[src/rtl/core/lcg_alphanumeric_key_generator_defines.svh]
// Assertion macros shared by the key generator RTL.
`ifndef LCG_ALPHANUMERIC_KEY_GENERATOR_DEFINES_SVH
`define LCG_ALPHANUMERIC_KEY_GENERATOR_DEFINES_SVH

// Consequent must hold in the same cycle as the antecedent.
`define LCGAKG_ASSERT_SAME(label, ante, cons) \
    label: assert property (@(posedge clk) disable iff (!rst_n) (ante) |-> (cons)) \
        else $error("lcgakg: same-cycle check failed");

// Consequent must hold in the cycle after the antecedent.
`define LCGAKG_ASSERT_NEXT(label, ante, cons) \
    label: assert property (@(posedge clk) disable iff (!rst_n) (ante) |=> (cons)) \
        else $error("lcgakg: next-cycle check failed");

`endif

[src/rtl/core/lcgakg_pkg.sv]
// Types and constants of the alphanumeric key generator.
package lcgakg_pkg;

    localparam int WORD_W = 64;
    localparam int CHAR_W = 7;
    localparam int CNT_W  = 4;
    localparam int BIT_CNT_W = 6;

    localparam int SHORT_KEY_LEN = 8;
    localparam int LONG_KEY_LEN  = 16;

    localparam int RADIX_DEC   = 10;
    localparam int RADIX_ALPHA = 26;

    localparam logic [CHAR_W-1:0] CHAR_ZERO = 7'd48;
    localparam logic [CHAR_W-1:0] CHAR_A    = 7'd65;

    localparam int ADDR_W = 5;

    typedef enum logic [1:0] {
        REG_MULTIPLIER = 2'd0,
        REG_INCREMENT  = 2'd1,
        REG_MODULUS    = 2'd2,
        REG_SEED_VALUE = 2'd3
    } reg_index_t;

    typedef enum logic [1:0] {
        TOP_IDLE,
        TOP_RUN,
        TOP_HOLD
    } top_state_t;

    typedef enum logic [2:0] {
        ENG_IDLE,
        ENG_MUL,
        ENG_ADD,
        ENG_DIV,
        ENG_DIGIT
    } eng_phase_t;

    typedef struct packed {
        logic              done;
        logic              busy;
        logic [WORD_W-1:0] next_state;
        logic [CHAR_W-1:0] key_char;
    } eng_status_t;

endpackage

[src/rtl/core/lcgakg_engine.sv]
// Bit-serial generator step: multiply, add, reduce by the modulus and pick a character.
module lcgakg_engine (
    input  logic                                 clk,
    input  logic                                 rst_n,
    input  logic                                 start,
    input  logic [lcgakg_pkg::WORD_W-1:0]        multiplier,
    input  logic [lcgakg_pkg::WORD_W-1:0]        increment,
    input  logic [lcgakg_pkg::WORD_W-1:0]        modulus,
    input  logic [lcgakg_pkg::WORD_W-1:0]        state_in,
    output lcgakg_pkg::eng_status_t              status
);

    lcgakg_pkg::eng_phase_t                 phase_reg, phase_next;
    logic [lcgakg_pkg::BIT_CNT_W-1:0]       cnt_reg, cnt_next;
    logic [lcgakg_pkg::WORD_W-1:0]          mul_sh_reg, mul_sh_next;
    logic [lcgakg_pkg::WORD_W-1:0]          acc_reg, acc_next;
    logic [lcgakg_pkg::WORD_W-1:0]          rem_reg, rem_next;
    logic [3:0]                             r10_reg, r10_next;
    logic [4:0]                             r26_reg, r26_next;
    logic [lcgakg_pkg::CHAR_W-1:0]          char_reg, char_next;
    logic                                   done_reg, done_next;

    logic [lcgakg_pkg::WORD_W:0]            div_sh;
    logic [lcgakg_pkg::WORD_W-1:0]          div_rem;
    logic [lcgakg_pkg::WORD_W-1:0]          sum;
    logic [4:0]                             t10;
    logic [5:0]                             t26;
    logic [3:0]                             r10_step;
    logic [4:0]                             r26_step;
    logic                                   cnt_last;

    always_ff @(posedge clk or negedge rst_n)
    begin
        if (!rst_n)
        begin
            phase_reg <= lcgakg_pkg::ENG_IDLE;
            done_reg  <= 1'b0;
            cnt_reg   <= '0;
        end
        else
        begin
            phase_reg <= phase_next;
            done_reg  <= done_next;
            cnt_reg   <= cnt_next;
        end
    end

    always_ff @(posedge clk)
    begin
        mul_sh_reg <= mul_sh_next;
        acc_reg    <= acc_next;
        rem_reg    <= rem_next;
        r10_reg    <= r10_next;
        r26_reg    <= r26_next;
        char_reg   <= char_next;
    end

    always_comb
    begin
        cnt_last = &cnt_reg;
        sum      = acc_reg + increment;

        // One restoring division step; the partial remainder stays below the modulus.
        div_sh = {rem_reg, acc_reg[lcgakg_pkg::WORD_W-1]};
        if (div_sh >= {1'b0, modulus})
        begin
            div_rem = lcgakg_pkg::WORD_W'(div_sh - {1'b0, modulus});
        end
        else
        begin
            div_rem = div_sh[lcgakg_pkg::WORD_W-1:0];
        end

        t10 = {r10_reg, acc_reg[lcgakg_pkg::WORD_W-1]};
        t26 = {r26_reg, acc_reg[lcgakg_pkg::WORD_W-1]};
        if (t10 >= 5'(lcgakg_pkg::RADIX_DEC))
        begin
            r10_step = 4'(t10 - 5'(lcgakg_pkg::RADIX_DEC));
        end
        else
        begin
            r10_step = t10[3:0];
        end
        if (t26 >= 6'(lcgakg_pkg::RADIX_ALPHA))
        begin
            r26_step = 5'(t26 - 6'(lcgakg_pkg::RADIX_ALPHA));
        end
        else
        begin
            r26_step = t26[4:0];
        end
    end

    always_comb
    begin
        phase_next  = phase_reg;
        cnt_next    = cnt_reg;
        mul_sh_next = mul_sh_reg;
        acc_next    = acc_reg;
        rem_next    = rem_reg;
        r10_next    = r10_reg;
        r26_next    = r26_reg;
        char_next   = char_reg;
        done_next   = 1'b0;

        case (phase_reg)
            lcgakg_pkg::ENG_IDLE:
            begin
                if (start)
                begin
                    phase_next  = lcgakg_pkg::ENG_MUL;
                    cnt_next    = '0;
                    mul_sh_next = multiplier;
                    acc_next    = '0;
                    rem_next    = state_in;
                end
            end
            lcgakg_pkg::ENG_MUL:
            begin
                // Horner form over the multiplier bits, most significant first, wrapping at 64 bits.
                acc_next = {acc_reg[lcgakg_pkg::WORD_W-2:0], 1'b0}
                           + (mul_sh_reg[lcgakg_pkg::WORD_W-1] ? rem_reg : '0);
                mul_sh_next = {mul_sh_reg[lcgakg_pkg::WORD_W-2:0], 1'b0};
                cnt_next    = cnt_reg + 1'b1;
                if (cnt_last)
                begin
                    phase_next = lcgakg_pkg::ENG_ADD;
                end
            end
            lcgakg_pkg::ENG_ADD:
            begin
                acc_next = sum;
                cnt_next = '0;
                r10_next = '0;
                r26_next = '0;
                // A zero modulus stands for 2^64, so the wrapped sum is already the new state.
                if (modulus == '0)
                begin
                    rem_next   = sum;
                    phase_next = lcgakg_pkg::ENG_DIGIT;
                end
                else
                begin
                    rem_next   = '0;
                    phase_next = lcgakg_pkg::ENG_DIV;
                end
            end
            lcgakg_pkg::ENG_DIV:
            begin
                rem_next = div_rem;
                acc_next = {acc_reg[lcgakg_pkg::WORD_W-2:0], 1'b0};
                cnt_next = cnt_reg + 1'b1;
                if (cnt_last)
                begin
                    acc_next   = div_rem;
                    phase_next = lcgakg_pkg::ENG_DIGIT;
                end
            end
            lcgakg_pkg::ENG_DIGIT:
            begin
                r10_next = r10_step;
                r26_next = r26_step;
                acc_next = {acc_reg[lcgakg_pkg::WORD_W-2:0], 1'b0};
                cnt_next = cnt_reg + 1'b1;
                if (cnt_last)
                begin
                    if (rem_reg[0])
                    begin
                        char_next = lcgakg_pkg::CHAR_A + 7'(r26_step);
                    end
                    else
                    begin
                        char_next = lcgakg_pkg::CHAR_ZERO + 7'(r10_step);
                    end
                    done_next  = 1'b1;
                    phase_next = lcgakg_pkg::ENG_IDLE;
                end
            end
            default:
            begin
                phase_next = lcgakg_pkg::ENG_IDLE;
            end
        endcase
    end

    assign status.done       = done_reg;
    assign status.busy       = (phase_reg != lcgakg_pkg::ENG_IDLE);
    assign status.next_state = rem_reg;
    assign status.key_char   = char_reg;

endmodule

[src/rtl/core/lcg_alphanumeric_key_generator.sv]
// Top level of the alphanumeric key generator: register port, request control and output register.
// Each accepted request produces a key of 8 characters (long_key low) or 16 characters
// (long_key high), one transaction per character, with last_char set on the final one.
// Every character costs one generator step in a bit-serial engine: a shift-and-add multiply over
// the multiplier bits, an add of the increment, a restoring division by the modulus (skipped when
// the modulus is zero) and the forming of the remainders by 10 and 26, after which the result is
// handed back. The engine works on one request at a time; a new request is taken in the cycle
// after the final character has moved into the output register. Writing seed_value also loads
// the generator state. Registers sit at byte addresses 0, 8, 16 and 24 and are 64 bits wide.
module lcg_alphanumeric_key_generator (
    input  logic                                  clk,
    input  logic                                  rst_n,
    input  logic                                  psel,
    input  logic                                  penable,
    input  logic                                  pwrite,
    input  logic [lcgakg_pkg::ADDR_W-1:0]         paddr,
    input  logic [lcgakg_pkg::WORD_W-1:0]         pwdata,
    output logic [lcgakg_pkg::WORD_W-1:0]         prdata,
    output logic                                  pready,
    input  logic                                  in_valid,
    output logic                                  in_stall,
    input  logic                                  long_key,
    output logic                                  out_valid,
    input  logic                                  out_stall,
    output logic [lcgakg_pkg::CHAR_W-1:0]         key_char,
    output logic                                  last_char
);

    `include "lcg_alphanumeric_key_generator_defines.svh"

    logic [lcgakg_pkg::WORD_W-1:0]      mult_reg, incr_reg, mod_reg, seed_reg;
    logic [lcgakg_pkg::WORD_W-1:0]      gen_state_reg;
    lcgakg_pkg::top_state_t             state_reg, state_next;
    logic                               long_reg;
    logic [lcgakg_pkg::CNT_W-1:0]       char_cnt_reg;
    logic                               out_valid_reg;
    logic [lcgakg_pkg::CHAR_W-1:0]      key_char_reg;
    logic                               last_char_reg;

    logic                               cfg_write;
    lcgakg_pkg::reg_index_t             cfg_sel;
    logic                               eng_start;
    logic                               load_out;
    logic                               accept_in;
    logic                               out_free;
    logic                               is_last;
    logic [lcgakg_pkg::WORD_W-1:0]      eng_state_in;
    lcgakg_pkg::eng_status_t            eng_stat;

    assign pready    = 1'b1;
    assign cfg_write = psel && penable && pwrite;
    assign cfg_sel   = lcgakg_pkg::reg_index_t'(paddr[4:3]);

    always_comb
    begin
        case (cfg_sel)
            lcgakg_pkg::REG_MULTIPLIER: prdata = mult_reg;
            lcgakg_pkg::REG_INCREMENT:  prdata = incr_reg;
            lcgakg_pkg::REG_MODULUS:    prdata = mod_reg;
            lcgakg_pkg::REG_SEED_VALUE: prdata = seed_reg;
            default:                    prdata = '0;
        endcase
    end

    always_ff @(posedge clk or negedge rst_n)
    begin
        if (!rst_n)
        begin
            mult_reg      <= 64'd1;
            incr_reg      <= 64'd0;
            mod_reg       <= '1;
            seed_reg      <= 64'd1;
            gen_state_reg <= 64'd1;
        end
        else
        begin
            if (cfg_write && (cfg_sel == lcgakg_pkg::REG_MULTIPLIER))
            begin
                mult_reg <= pwdata;
            end
            if (cfg_write && (cfg_sel == lcgakg_pkg::REG_INCREMENT))
            begin
                incr_reg <= pwdata;
            end
            if (cfg_write && (cfg_sel == lcgakg_pkg::REG_MODULUS))
            begin
                mod_reg <= pwdata;
            end
            if (cfg_write && (cfg_sel == lcgakg_pkg::REG_SEED_VALUE))
            begin
                seed_reg      <= pwdata;
                gen_state_reg <= pwdata;
            end
            else if (eng_stat.done)
            begin
                gen_state_reg <= eng_stat.next_state;
            end
        end
    end

    assign out_free  = !out_valid_reg || !out_stall;
    assign is_last   = (char_cnt_reg == (long_reg ? 4'(lcgakg_pkg::LONG_KEY_LEN - 1)
                                                  : 4'(lcgakg_pkg::SHORT_KEY_LEN - 1)));
    assign accept_in = in_valid && !in_stall;

    // When a character finishes, the state register has not caught up yet, so the
    // next step starts from the engine's own result.
    assign eng_state_in = (state_reg == lcgakg_pkg::TOP_IDLE) ? gen_state_reg
                                                              : eng_stat.next_state;

    always_ff @(posedge clk or negedge rst_n)
    begin
        if (!rst_n)
        begin
            state_reg <= lcgakg_pkg::TOP_IDLE;
        end
        else
        begin
            state_reg <= state_next;
        end
    end

    always_comb
    begin
        state_next = state_reg;
        eng_start  = 1'b0;
        load_out   = 1'b0;
        in_stall   = (state_reg != lcgakg_pkg::TOP_IDLE);

        case (state_reg)
            lcgakg_pkg::TOP_IDLE:
            begin
                if (in_valid)
                begin
                    eng_start  = 1'b1;
                    state_next = lcgakg_pkg::TOP_RUN;
                end
            end
            lcgakg_pkg::TOP_RUN:
            begin
                if (eng_stat.done)
                begin
                    if (out_free)
                    begin
                        load_out = 1'b1;
                        if (is_last)
                        begin
                            state_next = lcgakg_pkg::TOP_IDLE;
                        end
                        else
                        begin
                            eng_start = 1'b1;
                        end
                    end
                    else
                    begin
                        state_next = lcgakg_pkg::TOP_HOLD;
                    end
                end
            end
            lcgakg_pkg::TOP_HOLD:
            begin
                if (out_free)
                begin
                    load_out = 1'b1;
                    if (is_last)
                    begin
                        state_next = lcgakg_pkg::TOP_IDLE;
                    end
                    else
                    begin
                        eng_start  = 1'b1;
                        state_next = lcgakg_pkg::TOP_RUN;
                    end
                end
            end
            default:
            begin
                state_next = lcgakg_pkg::TOP_IDLE;
            end
        endcase
    end

    always_ff @(posedge clk or negedge rst_n)
    begin
        if (!rst_n)
        begin
            out_valid_reg <= 1'b0;
            char_cnt_reg  <= '0;
            long_reg      <= 1'b0;
        end
        else
        begin
            if (accept_in)
            begin
                char_cnt_reg <= '0;
                long_reg     <= long_key;
            end
            else if (load_out)
            begin
                char_cnt_reg <= char_cnt_reg + 1'b1;
            end

            if (load_out)
            begin
                out_valid_reg <= 1'b1;
            end
            else if (!out_stall)
            begin
                out_valid_reg <= 1'b0;
            end
        end
    end

    always_ff @(posedge clk)
    begin
        if (load_out)
        begin
            key_char_reg  <= eng_stat.key_char;
            last_char_reg <= is_last;
        end
    end

    lcgakg_engine u_engine (
        .clk        (clk),
        .rst_n      (rst_n),
        .start      (eng_start),
        .multiplier (mult_reg),
        .increment  (incr_reg),
        .modulus    (mod_reg),
        .state_in   (eng_state_in),
        .status     (eng_stat)
    );

    assign out_valid = out_valid_reg;
    assign key_char  = key_char_reg;
    assign last_char = last_char_reg;

    `LCGAKG_ASSERT_NEXT(a_busy_after_accept, accept_in, in_stall)
    `LCGAKG_ASSERT_SAME(a_done_only_in_run, eng_stat.done, state_reg == lcgakg_pkg::TOP_RUN)
    `LCGAKG_ASSERT_SAME(a_start_engine_idle, eng_start, !eng_stat.busy)
    `LCGAKG_ASSERT_NEXT(a_idle_after_last, load_out && is_last, state_reg == lcgakg_pkg::TOP_IDLE)

endmodule
[config.mk]
export PLATFORM = sky130hd
export DESIGN_NAME = lcg_alphanumeric_key_generator
export DESIGN_NICKNAME = d
export VERILOG_FILES = /design/src/rtl/core/lcgakg_pkg.sv /design/src/rtl/core/lcgakg_engine.sv /design/src/rtl/core/lcg_alphanumeric_key_generator.sv
export VERILOG_INCLUDE_DIRS = /design/src /design/src/rtl/core
export SDC_FILE = /design/constraint.sdc
export NUM_CORES = 2
export LEC_CHECK = 0
export ABC_AREA = 0
export CAP_MARGIN = 20
export CORE_MARGIN = 3
export CORE_UTILIZATION = 52
export CTS_CLUSTER_SIZE = 24
export DETAILED_ROUTE_END_ITERATION = 10
export DONT_BUFFER_PORTS = 1
export GPL_TIMING_DRIVEN = 0
export PLACE_DENSITY_LB_ADDON = 0.12
export SLEW_MARGIN = 20
export SYNTH_ARGS = -nofsm -noshare
export SYNTH_HDL_FRONTEND = slang
export SYNTH_HIERARCHICAL = 1
export SYNTH_SLANG_ARGS = --single-unit
[constraint.sdc]
create_clock -name clk -period 13.4 [get_ports clk]
set_input_delay 2.01 -clock clk [delete_from_list [all_inputs] [get_ports clk]]
set_output_delay 2.01 -clock clk [all_outputs]
set_load 0.02 [all_outputs]
==> impl_metrics.csv <==
group,metric,value,unit
timing,fin_tns_setup,0,ps
route,via_per_inst,6.65,
cts,cts_buffers,66,
global_routing,grt_pass1_vias,33006,
final_layout,final_nets,4381,
global_routing,grt_max_degree,339,
floorplanning,coreArea,73300,um2
route,ant_nets,0,
route,wl_met1,62300,um
final_layout,fillers,6591,
route,drc,0,
route,top_layer_used,"met5",
route,dr_wl_met2,69700,um
route,drt_first_pass_iters,8,
worst_setup_path,critPathKind,"reg2reg",
yosys,avgSynthCellArea,9.61,um2
route,met3WireLength,15100,um
floorplanning,die_h,279,um
floorplanning,rows,99,
pwr,powerDensity,229,nW/um2
timing,worst_slew_pin_slew,1300,ps
cts,cts_root_buf,"clkbuf_16",
worst_setup_path,crit_arrival,7180,ps
final_layout,area_growth,9.80,%
timing,finalCritPeriodShare,50.8,%
worst_setup_path,start_kind,"register",
cts,cts.htree.levels,3,
timing,finalHoldViolations,0,
floorplanning,die-area,77600,um2
global_routing,grt.overflow.total,0,
cts,post_cts_buffers,0,
yosys,ys.flop_type,"dfrtp_1",
route,wirelength,158000,um
timing,holdWs,413,ps
pwr,vdd_drop_max,0.135,mV
final_layout,fin_cells,5117,
cts,tritoncts,"yes",
route,drt_iter0_drc,4222,
cts,clkSinkCount,553,
final_layout,drive_above_1_share,15.5,%
run_status,status,"finished, final reports clean",
worst_setup_path,end_kind,"register",
pwr,leakagePower,0.0180,uW
placement,gp_congestion,1.01,
yosys,seq_area_frac_synth,38.8,%
worst_setup_path,cp_max_fo,10,
yosys,yosys_warnings,6,
timing,setup_violations,0,
final_layout,post-route-util,57.8,%
hold_path,hp-class,"reg2reg",
cts,post_cts_resized,0,
yosys,synth_area,38600,um2
floorplanning,start_util,52.7,%
timing,final_max_slew_viol_count,0,
placement,hpwl,120000,um
placement,port_buffers,0,
yosys,synth_edf_count,215,
global_routing,antenna_found_initial,6,
final_layout,final_cell_mix,"595 x nand2_1, 271 x dfrtp_1, 264 x a21oi_1",
cts,path_clk_slew,60,ps
global_routing,grt_pass1_wl,229000,um
yosys,ys_ff_latch,553,
yosys,synth_nets,4297,
global_routing,track_usage,40.4,%
route,vias,34028,
timing,finalCriticalPeriod,6810,ps
job,cap_violations,0,
route,routedWlPerCell,31.0,um
cts,clkLatencyLatePin,630,ps
yosys,syn_inst,4018,
placement,dpl.cell_count,4990,
floorplanning,die-width,279,um
timing,max_slew_margin,13.3,%
timing,clock.fmax,147,MHz
timing,finalClockSkew,24.0,ps
cts,hold_buffers,0,
final_layout,final_common_cell,"nand2_1",
yosys,synthArstFlopShare,61.1,%
worst_setup_path,required,13770,ps
yosys,ys_types,96,
cts,clock_path_buffers,3,
timing,rsz0062_at_grt,"false",
floorplanning,ios,152,
[worst max-delay path: stages (launching register included)]
cell      delay, ps
edfxtp_1        320
clkbuf_1        560
buf_8           230
clkbuf_1        420
and2_1          220
ha_1            350
nand2_1         140
nor4_1          960
a311oi_1        570
o41ai_1        1170
a41oi_1         390
o21ai_0         640
a21o_1          200
nand3_1         100
a211o_1         250
[cell usage after synthesis, types with 26 or more instances]
master	number	area share [%]
mux4_2	64	3.7
nand4_1	58	0.94
inv_1	119	1.2
nand3_1	48	0.62
o21ai_0	236	3.1
a221oi_1	41	0.93
mux2i_1	100	2.6
and2_1	83	1.3
buf_2	53	0.69
a22oi_1	39	0.76
ha_1	199	6.4
a21oi_1	264	3.4
nor3_1	44	0.57
nor2_1	259	2.5
nor4_1	26	0.42
and3_1	29	0.47
clkbuf_1	154	1.5
a31oi_1	35	0.57
mux2_2	242	7.1
dfstp_2	67	4.6
edfxtp_1	215	17
a21o_1	114	2.2
xnor2_1	112	2.5
dfrtp_1	271	18
o21bai_1	35	0.68
xor2_1	74	1.7
nand2_1	595	5.8
[layer usage]
layer / global-route usage [%] / vias up
met4: 24.0 / 2
met1: 53.0 / 16855
met2: 62.3 / 1759
met5: 0 / -
li1: - / 15002
met3: 8.17 / 410
[kinds of logic after synthesis]
logic type,Yosys count,synth area share [%]
xor gates and xnor gates,186,4.22
other,1,0.00971
AOI/OAI and AO/OA,1035,17.5
adders and majority gates,202,6.60
buffers and inverters,360,4.08
DFF,553,38.8
and+or+nand+nor,1250,14.6
muxes,431,14.1
[final cells by class]
class | count | area (um2) | area share, %
Inverter | 120 | 453 | 1.07
Multi-Input combinational cell | 3105 | 22100 | 52.1
Sequential cell | 553 | 15000 | 35.4
Tap cell | 959 | 1200 | 2.83
Timing Repair Buffer | 16 | 315 | 0.743
Clock buffer | 95 | 1900 | 4.49
Antenna cell | 2 | 5.00 | 0.0118
Buffer | 240 | 1150 | 2.72
Clock inverter | 27 | 292 | 0.687
[power by group]
part / total [uW] / switching [uW] / internal [uW]
registers: 2820 / 508 / 2310
logic: 5040 / 3080 / 1960
clock network: 1840 / 768 / 1080
total: 9700 / 4350 / 5350
[per-stage QoR]
step           power, uW  instance area, um2  worst slack (ps)
6_report            9700               42400              6590
2_1_floorplan       6190               38600              5760
5_1_grt            10200               42400              6770
3_3_place_gp        7670               39800              1240
3_5_place_dp        7690               40200              6990
4_1_cts             9560               42400              6980
[worst paths after layout]
check,slack (ps),startpoint,depth (start not counted),to
max,6590,u_engine/mul_sh_reg[63],14,u_engine/acc_reg[62]
min,410,u_engine/char_reg[0],0,key_char[0]
max reg2reg,6590,u_engine/mul_sh_reg[63],14,u_engine/acc_reg[62]
min reg2reg,410,u_engine/char_reg[0],0,key_char[0]
max in group asynchronous,11680,rst_n,0,gen_state_reg[8]
min in group asynchronous,1090,rst_n,0,mult_reg[43]
(Power assumes the default switching activity.)
